**src/sv/urc_pkg.sv**
```systemverilog
// Shared types and constants for the ultrasonic range controller.
// No dependencies; imported by every module of the block.
package urc_pkg;

    localparam int ECHO_COUNT_BITS = 16;

    // Register indexes on the configuration port
    localparam logic [2:0] REG_TICKS_PER_US = 3'd0;
    localparam logic [2:0] REG_TRIGGER_US   = 3'd1;
    localparam logic [2:0] REG_GAP_US       = 3'd2;
    localparam logic [2:0] REG_NEAR_CM      = 3'd3;
    localparam logic [2:0] REG_MID_CM       = 3'd4;
    localparam logic [2:0] REG_MAX_CM       = 3'd5;

    localparam int CFG_INDEX_BITS = 3;
    localparam int CFG_DATA_BITS  = 17;

    // Reset values of the registers
    localparam logic [7:0]  RST_TICKS_PER_US = 8'd40;
    localparam logic [7:0]  RST_TRIGGER_US   = 8'd10;
    localparam logic [16:0] RST_GAP_US       = 17'd61000;
    localparam logic [7:0]  RST_NEAR_CM      = 8'd20;
    localparam logic [7:0]  RST_MID_CM       = 8'd50;
    localparam logic [7:0]  RST_MAX_CM       = 8'd200;

    // Sequencer and conversion constants
    localparam logic [16:0] FIRST_WAIT_US = 17'd5;
    localparam logic [4:0]  US_STEP_LAST  = 5'd19;    // 20 us per distance step
    localparam logic [10:0] CM_NUM        = 11'd332;
    localparam logic [10:0] CM_DEN        = 11'd1000;
    localparam logic [8:0]  DIST_CAP      = 9'd256;   // above any max_cm

    // Zone codes
    localparam logic [1:0] ZONE_NEAR = 2'd0;
    localparam logic [1:0] ZONE_MID  = 2'd1;
    localparam logic [1:0] ZONE_FAR  = 2'd2;

    typedef struct packed {
        logic [7:0]  ticks_per_us;
        logic [7:0]  trigger_us;
        logic [16:0] gap_us;
        logic [7:0]  near_cm;
        logic [7:0]  mid_cm;
        logic [7:0]  max_cm;
    } cfg_t;

    typedef struct packed {
        logic [1:0] zone;
        logic [7:0] distance_cm;
        logic       distance_valid;
        logic       trigger_level;
    } result_t;

endpackage

```
**src/sv/ultrasonic_range_controller.sv**
```systemverilog
// Top level of the ultrasonic range controller: stream ports, input and result registers.
// Depends on urc_pkg, urc_cfg and urc_core.
//
// Usage:
// - Slave stream (s_*): one word per clock tick of the echo pin sampler,
//   s_tdata[0] is the sampled echo level.
// - Master stream (m_*): one result word for every input word, in order:
//   trigger drive, distance valid pulse, distance in cm, zone.
// - Configuration: cfg_we writes cfg_data into register cfg_index at the
//   clock edge; write only while no word is in flight.
// - Path: an accepted word is held in the input register, passes
//   through the tick logic and lands in the result register once the
//   result register is free or being drained; it is visible on m_* after that.
// - Throughput: one word per cycle while the result register is free or being drained.
// - Stall: when m_tready is low the result register holds, the input register
//   keeps its word and s_tready drops once both are full; no state advances.
// - Reset: trigger low, first wait of 5 us, distance 0, zone near, registers
//   at their reset values, both stream registers empty.
// - Distance is tracked during the echo pulse with a 20 us step counter and a
//   mod-1000 accumulator, so the falling edge only clamps against max_cm.
module ultrasonic_range_controller
    import urc_pkg::*;
(
    input  logic                      clk,
    input  logic                      rst_n,
    // Input stream
    input  logic                      s_tvalid,
    output logic                      s_tready,
    input  logic [7:0]                s_tdata,   // [0] echo_level, [7:1] zero
    // Result stream
    output logic                      m_tvalid,
    input  logic                      m_tready,
    output logic [15:0]               m_tdata,   // [0] trigger_level, [1] distance_valid,
                                                 // [9:2] distance_cm, [11:10] zone, [15:12] zero
    // Configuration
    input  logic                      cfg_we,
    input  logic [CFG_INDEX_BITS-1:0] cfg_index,
    input  logic [CFG_DATA_BITS-1:0]  cfg_data
);

    cfg_t    cfg;
    result_t result;
    result_t out_data_reg;
    logic    in_valid_reg;
    logic    echo_reg;
    logic    out_valid_reg;
    logic    advance;

    urc_cfg u_cfg
    (
        .clk       (clk),
        .rst_n     (rst_n),
        .cfg_we    (cfg_we),
        .cfg_index (cfg_index),
        .cfg_data  (cfg_data),
        .cfg       (cfg)
    );

    // Process the held word when the result register can take it
    assign advance  = in_valid_reg && (!out_valid_reg || m_tready);
    assign s_tready = !in_valid_reg || advance;

    urc_core u_core
    (
        .clk    (clk),
        .rst_n  (rst_n),
        .step   (advance),
        .echo   (echo_reg),
        .cfg    (cfg),
        .result (result)
    );

    // Input register
    always_ff @(posedge clk or negedge rst_n)
    begin
        if (!rst_n)
        begin
            in_valid_reg <= 1'b0;
        end
        else if (s_tvalid && s_tready)
        begin
            in_valid_reg <= 1'b1;
        end
        else if (advance)
        begin
            in_valid_reg <= 1'b0;
        end
    end

    always_ff @(posedge clk)
    begin
        if (s_tvalid && s_tready)
            echo_reg <= s_tdata[0];
    end

    // Result register
    always_ff @(posedge clk or negedge rst_n)
    begin
        if (!rst_n)
        begin
            out_valid_reg <= 1'b0;
        end
        else if (advance)
        begin
            out_valid_reg <= 1'b1;
        end
        else if (m_tready)
        begin
            out_valid_reg <= 1'b0;
        end
    end

    always_ff @(posedge clk)
    begin
        if (advance)
            out_data_reg <= result;
    end

    assign m_tvalid = out_valid_reg;
    assign m_tdata  = {4'd0, out_data_reg};

endmodule

```
**src/sv/urc_cfg.sv**
```systemverilog
// Configuration register file of the ultrasonic range controller.
// Depends on urc_pkg.
module urc_cfg
    import urc_pkg::*;
(
    input  logic                      clk,
    input  logic                      rst_n,
    input  logic                      cfg_we,
    input  logic [CFG_INDEX_BITS-1:0] cfg_index,
    input  logic [CFG_DATA_BITS-1:0]  cfg_data,
    output cfg_t                      cfg
);

    cfg_t cfg_reg;

    always_ff @(posedge clk or negedge rst_n)
    begin
        if (!rst_n)
        begin
            cfg_reg.ticks_per_us <= RST_TICKS_PER_US;
            cfg_reg.trigger_us   <= RST_TRIGGER_US;
            cfg_reg.gap_us       <= RST_GAP_US;
            cfg_reg.near_cm      <= RST_NEAR_CM;
            cfg_reg.mid_cm       <= RST_MID_CM;
            cfg_reg.max_cm       <= RST_MAX_CM;
        end
        else if (cfg_we)
        begin
            case (cfg_index)
                REG_TICKS_PER_US: cfg_reg.ticks_per_us <= cfg_data[7:0];
                REG_TRIGGER_US:   cfg_reg.trigger_us   <= cfg_data[7:0];
                REG_GAP_US:       cfg_reg.gap_us       <= cfg_data;
                REG_NEAR_CM:      cfg_reg.near_cm      <= cfg_data[7:0];
                REG_MID_CM:       cfg_reg.mid_cm       <= cfg_data[7:0];
                REG_MAX_CM:       cfg_reg.max_cm       <= cfg_data[7:0];
                default:          ;   // drop unknown index
            endcase
        end
    end

    assign cfg = cfg_reg;

endmodule

```
**src/sv/urc_core.sv**
```systemverilog
// Per-tick update of the trigger sequencer, echo meter and distance/zone state.
// Depends on urc_pkg; state advances only when step is high.
module urc_core
    import urc_pkg::*;
(
    input  logic    clk,
    input  logic    rst_n,
    input  logic    step,
    input  logic    echo,
    input  cfg_t    cfg,
    output result_t result
);

    localparam logic [ECHO_COUNT_BITS-1:0] CNT_MAX = '1;

    logic                       phase_reg, phase_next;
    logic [16:0]                phase_left_reg, phase_left_next;
    logic [7:0]                 prescale_reg, prescale_next;
    logic [ECHO_COUNT_BITS-1:0] width_reg, width_next;
    logic [4:0]                 sub_reg, sub_next;      // us within a 20 us step
    logic [9:0]                 acc_reg, acc_next;      // steps*332 mod 1000
    logic [8:0]                 dcnt_reg, dcnt_next;    // running distance, capped
    logic                       echo_last_reg, echo_last_next;
    logic [7:0]                 distance_reg, distance_next;
    logic [1:0]                 zone_reg, zone_next;
    logic                       valid;
    logic [7:0]                 tpu;
    logic                       us_tick;
    logic [10:0]                acc_sum;

    always_comb
    begin
        phase_next      = phase_reg;
        phase_left_next = phase_left_reg;
        width_next      = width_reg;
        sub_next        = sub_reg;
        acc_next        = acc_reg;
        dcnt_next       = dcnt_reg;
        echo_last_next  = echo_last_reg;
        distance_next   = distance_reg;
        zone_next       = zone_reg;
        valid           = 1'b0;
        acc_sum         = '0;

        // Edges are seen only in the low phase
        if (!phase_reg)
        begin
            if (!echo_last_reg && echo)
            begin
                width_next     = '0;
                sub_next       = '0;
                acc_next       = '0;
                dcnt_next      = '0;
                echo_last_next = 1'b1;
            end
            else if (echo_last_reg && !echo)
            begin
                distance_next  = (dcnt_reg > {1'b0, cfg.max_cm}) ? cfg.max_cm
                                                                  : dcnt_reg[7:0];
                echo_last_next = 1'b0;
                valid          = 1'b1;
            end
        end

        tpu           = (cfg.ticks_per_us == 8'd0) ? 8'd1 : cfg.ticks_per_us;
        us_tick       = ({1'b0, prescale_reg} + 9'd1) >= {1'b0, tpu};
        prescale_next = us_tick ? 8'd0 : prescale_reg + 8'd1;

        if (us_tick)
        begin
            // Advance the saturating echo counter and its distance shadow
            if (echo_last_next && (width_next < CNT_MAX))
            begin
                width_next = width_next + ECHO_COUNT_BITS'(1);
                if (sub_next == US_STEP_LAST)
                begin
                    sub_next = '0;
                    acc_sum  = {1'b0, acc_next} + CM_NUM;
                    if (acc_sum >= CM_DEN)
                    begin
                        acc_sum = acc_sum - CM_DEN;
                        if (dcnt_next != DIST_CAP)
                            dcnt_next = dcnt_next + 9'd1;
                    end
                    acc_next = acc_sum[9:0];
                end
                else
                begin
                    sub_next = sub_next + 5'd1;
                end
            end

            if (phase_left_reg <= 17'd1)
            begin
                if (!phase_reg)
                begin
                    phase_next      = 1'b1;
                    phase_left_next = {9'd0, cfg.trigger_us};
                end
                else
                begin
                    phase_next      = 1'b0;
                    phase_left_next = cfg.gap_us;
                    if (distance_next < cfg.near_cm)
                        zone_next = ZONE_NEAR;
                    else if (distance_next < cfg.mid_cm)
                        zone_next = ZONE_MID;
                    else
                        zone_next = ZONE_FAR;
                end
            end
            else
            begin
                phase_left_next = phase_left_reg - 17'd1;
            end
        end
    end

    always_ff @(posedge clk or negedge rst_n)
    begin
        if (!rst_n)
        begin
            phase_reg      <= 1'b0;
            phase_left_reg <= FIRST_WAIT_US;
            prescale_reg   <= '0;
            width_reg      <= '0;
            sub_reg        <= '0;
            acc_reg        <= '0;
            dcnt_reg       <= '0;
            echo_last_reg  <= 1'b0;
            distance_reg   <= '0;
            zone_reg       <= ZONE_NEAR;
        end
        else if (step)
        begin
            phase_reg      <= phase_next;
            phase_left_reg <= phase_left_next;
            prescale_reg   <= prescale_next;
            width_reg      <= width_next;
            sub_reg        <= sub_next;
            acc_reg        <= acc_next;
            dcnt_reg       <= dcnt_next;
            echo_last_reg  <= echo_last_next;
            distance_reg   <= distance_next;
            zone_reg       <= zone_next;
        end
    end

    assign result.trigger_level  = phase_next;
    assign result.distance_valid = valid;
    assign result.distance_cm    = distance_next;
    assign result.zone           = zone_next;

endmodule

```
**config.mk**
```make
export PLATFORM = sky130hd
export DESIGN_NAME = ultrasonic_range_controller
export DESIGN_NICKNAME = d
export VERILOG_FILES = /design/src/sv/urc_pkg.sv /design/src/sv/ultrasonic_range_controller.sv /design/src/sv/urc_cfg.sv /design/src/sv/urc_core.sv
export SDC_FILE = /design/constraint.sdc
export NUM_CORES = 1
export LEC_CHECK = 0
export ABC_AREA = 1
export BUFFER_PORTS_ARGS = -buffer_cell sky130_fd_sc_hd__buf_4
export CORE_AREA = 10 10 197 199
export CTS_BUF_LIST = sky130_fd_sc_hd__clkbuf_16
export DETAILED_ROUTE_END_ITERATION = 7
export DIE_AREA = 0 0 207 209
export PLACE_DENSITY = 0.41
export SYNTH_ARGS = -nofsm -noshare
export SYNTH_HDL_FRONTEND = slang
export SYNTH_SLANG_ARGS = --single-unit
```
**constraint.sdc**
```tcl
create_clock -name clk -period 6.7 [get_ports clk]
set_input_delay 0.335 -clock clk [delete_from_list [all_inputs] [get_ports clk]]
set_output_delay 0.335 -clock clk [all_outputs]
set_load 0.03 [all_outputs]
```
==> flow_metrics.tcl <==
set metrics [dict create \
    run_status "complete, but fails checks" \
    violations "negative hold slack" \
    fillers 3884 \
    ys.flop_type "dfrtp_1" \
    clockBufferDepth 2 \
    syn_area_um2 8570 \
    cp.required_ns 6.89 \
    drt-total-wl_mm 21.8 \
    power_frac_clock_pct 26.4 \
    netlist.top_cell.by_area "dfrtp_1" \
    crit_family "compound AO/OA/AOI/OAI gates" \
    largest_reg_flops 57 \
    numCtsBuffers 17 \
    crit_buf_inv 2 \
    power.net_switching_mw 1.45 \
    synthArstFlopShare_pct 91.3 \
    grt_use_total_pct 10.3 \
    synth.distinct_cells 47 \
    io_pins 51 \
    cts_tree "done" \
    hpwl_mm 15.3 \
    fin_hold_ws_ns -0.0517 \
    cp_slowest_cell "dfrtp_1" \
    worst_setup_path_end_kind "register" \
    drt_iter0_drc 343 \
    grt_setup_unrepaired "no" \
    slew_violations 0 \
    grt_pass1_wl_mm 36.3 \
    hold_viol 14 \
    combPwrFrac_pct 36.1 \
    cts-hold-fix-buffers 0 \
    wire_per_inst_um 13.8 \
    max_stage_delay_ns 0.95 \
    netlist_top_cells_count "nand2_1 (251), inv_1 (144), dfrtp_1 (114)" \
    antenna_left 0 \
    grt-ovfl-total 0 \
    syn_to_final_growth_pct 15.3 \
    slew_headroom_pct 29.5 \
    first_pass_iters 5 \
    switching_share_pct 41.0 \
    start_util_pct 24.5 \
    maxCapViolCount 0 \
    fmax_mhz 241 \
    postCtsSetupRepairBufs 0 \
    p_int_mw 2.08 \
    antenna_found_initial 0 \
    ys_ff_latch 149 \
    finalWeightedCongestion 0.786 \
    skew_ns 0.00805 \
    multi_input_area_um2 4010 \
    ctsResizeCount 0 \
    core_um2 35100 \
    die_y_um 209 \
    cts_root_buf "clkbuf_16" \
    yosys.area.top_type_share_pct 33.3 \
    power_density_nw_per_um2 357 \
    syn_inst 1070 \
    via_per_inst 4.33 \
    crit_chain "inv_2 -> nand2_1 -> clkinv_1 -> o21ai_0 -> a21oi_1 -> a21oi_1 -> ha_1 -> a21oi_1 -> nor2_1 -> a211oi_1 -> nand2_1 -> nand3_1 -> nand2_1" \
    clk_pin_slew_ns 0.07 \
    die_w_um 207 \
    avgSynthCellArea_um2 8.01 \
    htree_levels 4 \
    crit_fanout 21 \
    diodes 0 \
    hold_path.class "input pin to async pin" \
    tns_ns 0 \
    cp-start-kind "register" \
    placed_cell_area_um2 9320 \
    layout-drive-gt1-share_pct 13.4 \
    rows 69 \
    finalCritPeriodShare_pct 61.9 \
    crit_cells 13 \
    worst-setup-path-type "register to register" \
    clock-sinks 149 \
    drc 0 \
    io_buffers 39 \
    seq_area_um2 3820 \
    ff2ff_path_depth 13 \
    setup_viol 0 \
    irDropWorstVdd_uv 198 \
    clk_latency_ns 0.43 \
    synth_most_common_cell "nand2_1" \
    grt_max_degree 86 \
    worstMarginPinSlew_ns 1.06 \
    stdcell_area_um2 9880 \
    fin_crit_ns 4.15 \
    ys.warnings.count 0 \
    synth_edf_count 13 \
    num-nets-final 1175 \
    yosysSeqAreaShare_pct 44.6 \
    dr_total_vias 6821 \
    synth_area_leaders "dfrtp_1 (33%), nand2_1 (11%), dfstp_2 (6.7%)" \
    leakage_nw 4.63 \
    crit_arrival_ns 4.33 \
    grt_pass1_vias 6791 \
    die-area_um2 43300 \
    seqPwrFrac_pct 37.5 \
]
## final timing paths
check	start	to	slack (ns)
worst min register to register	u_core.width_reg[13]	u_core.width_reg[13]	0.48
worst max register to register	u_core.phase_reg	m_tdata[11]	2.55
worst min-delay path	rst_n	u_core.acc_reg[8]	-0.05
min in group clk	s_tdata[0]	echo_reg	0.08
worst max-delay path	u_core.phase_reg	m_tdata[11]	2.55
max in group asynchronous	rst_n	u_core.phase_left_reg[1]	5.52
## power groups by stage
stage | combinational (mW) | clock, mW | sequential, mW
2_1_floorplan | 0.938 | 0 | 1.32
3_3_place_gp | 1.30 | 0 | 1.34
3_5_place_dp | 1.31 | 0 | 1.34
4_1_cts | 1.31 | 0.965 | 1.33
5_1_grt | 1.50 | 1.00 | 1.36
6_report | 1.27 | 0.930 | 1.32
## placed cells by master (no fill, tap or decap), types with 2 or more instances in the layout
cell type	count
xor2_2	2
nand2_1	251
mux2_2	9
o22ai_1	5
buf_4	43
conb_1	4
nand3_2	3
dfstp_2	22
nand4_1	10
inv_1	143
a21oi_2	2
or2_2	3
nor4_1	7
inv_2	10
clkbuf_16	17
nand3_1	58
xor2_1	31
inv_8	4
clkinvlp_4	3
inv_6	6
nor2_2	6
nand3_4	2
o211ai_1	6
o21ai_1	7
nand2_4	3
nand3b_1	5
nand4_2	2
edfxtp_1	13
nor2_1	83
nor2_4	2
a31oi_1	11
nor3_1	15
xnor2_1	9
nand2_2	4
a21oi_1	42
ha_1	40
dfrtp_1	114
o21ai_0	106
## layer usage
layer	part of all wire (%)	wire length [um]	up-vias	GRT usage (%)
met1	51	11000	3225	13.5
li1	-	-	3522	-
met3	1.9	416	16	2.01
met2	46	10100	58	16.6
met4	1.3	292	0	3.17
met5	0	0	-	0
## final cells by class
type,count,area share (%)
clock buffer,17,4.31
clock inverter,15,1.35
inverter,154,5.85
multi-input combinational,736,40.6
sequential,149,38.7
tap,461,5.84
timing repair buffer,44,3.38
## stage by stage
step	total power [mW]	hold WS, ns	setup WS (ns)	utilization, %	cells
after floorplan	2.26	0.0394	3.68	-	1073
after global placement	2.63	0.462	2.42	26.6	1544
after detailed placement	2.65	0.466	2.35	26.6	1544
after CTS	3.61	0.0232	2.30	28.2	1576
after global routing	3.85	0.0295	1.97	28.2	1576
final	3.53	-0.0517	2.55	28.2	1576
## logic make-up (layout without fill, tap and decap cells)
logic type / count (synthesis) / in the layout / synth area share, %
AND/OR/NAND/NOR: 458 / 458 / 23.8
buffers and inverters: 188 / 230 / 8.77
AO/OA/AOI/OAI: 183 / 183 / 11.3
flip-flops: 149 / 149 / 44.6
XOR/XNOR: 42 / 42 / 4.47
adder cells (fa/ha/maj): 40 / 40 / 5.84
multiplexers: 9 / 9 / 1.18
other: 1 / 4 / 0.0437
Note: power is estimated with default switching activity, not from simulation.
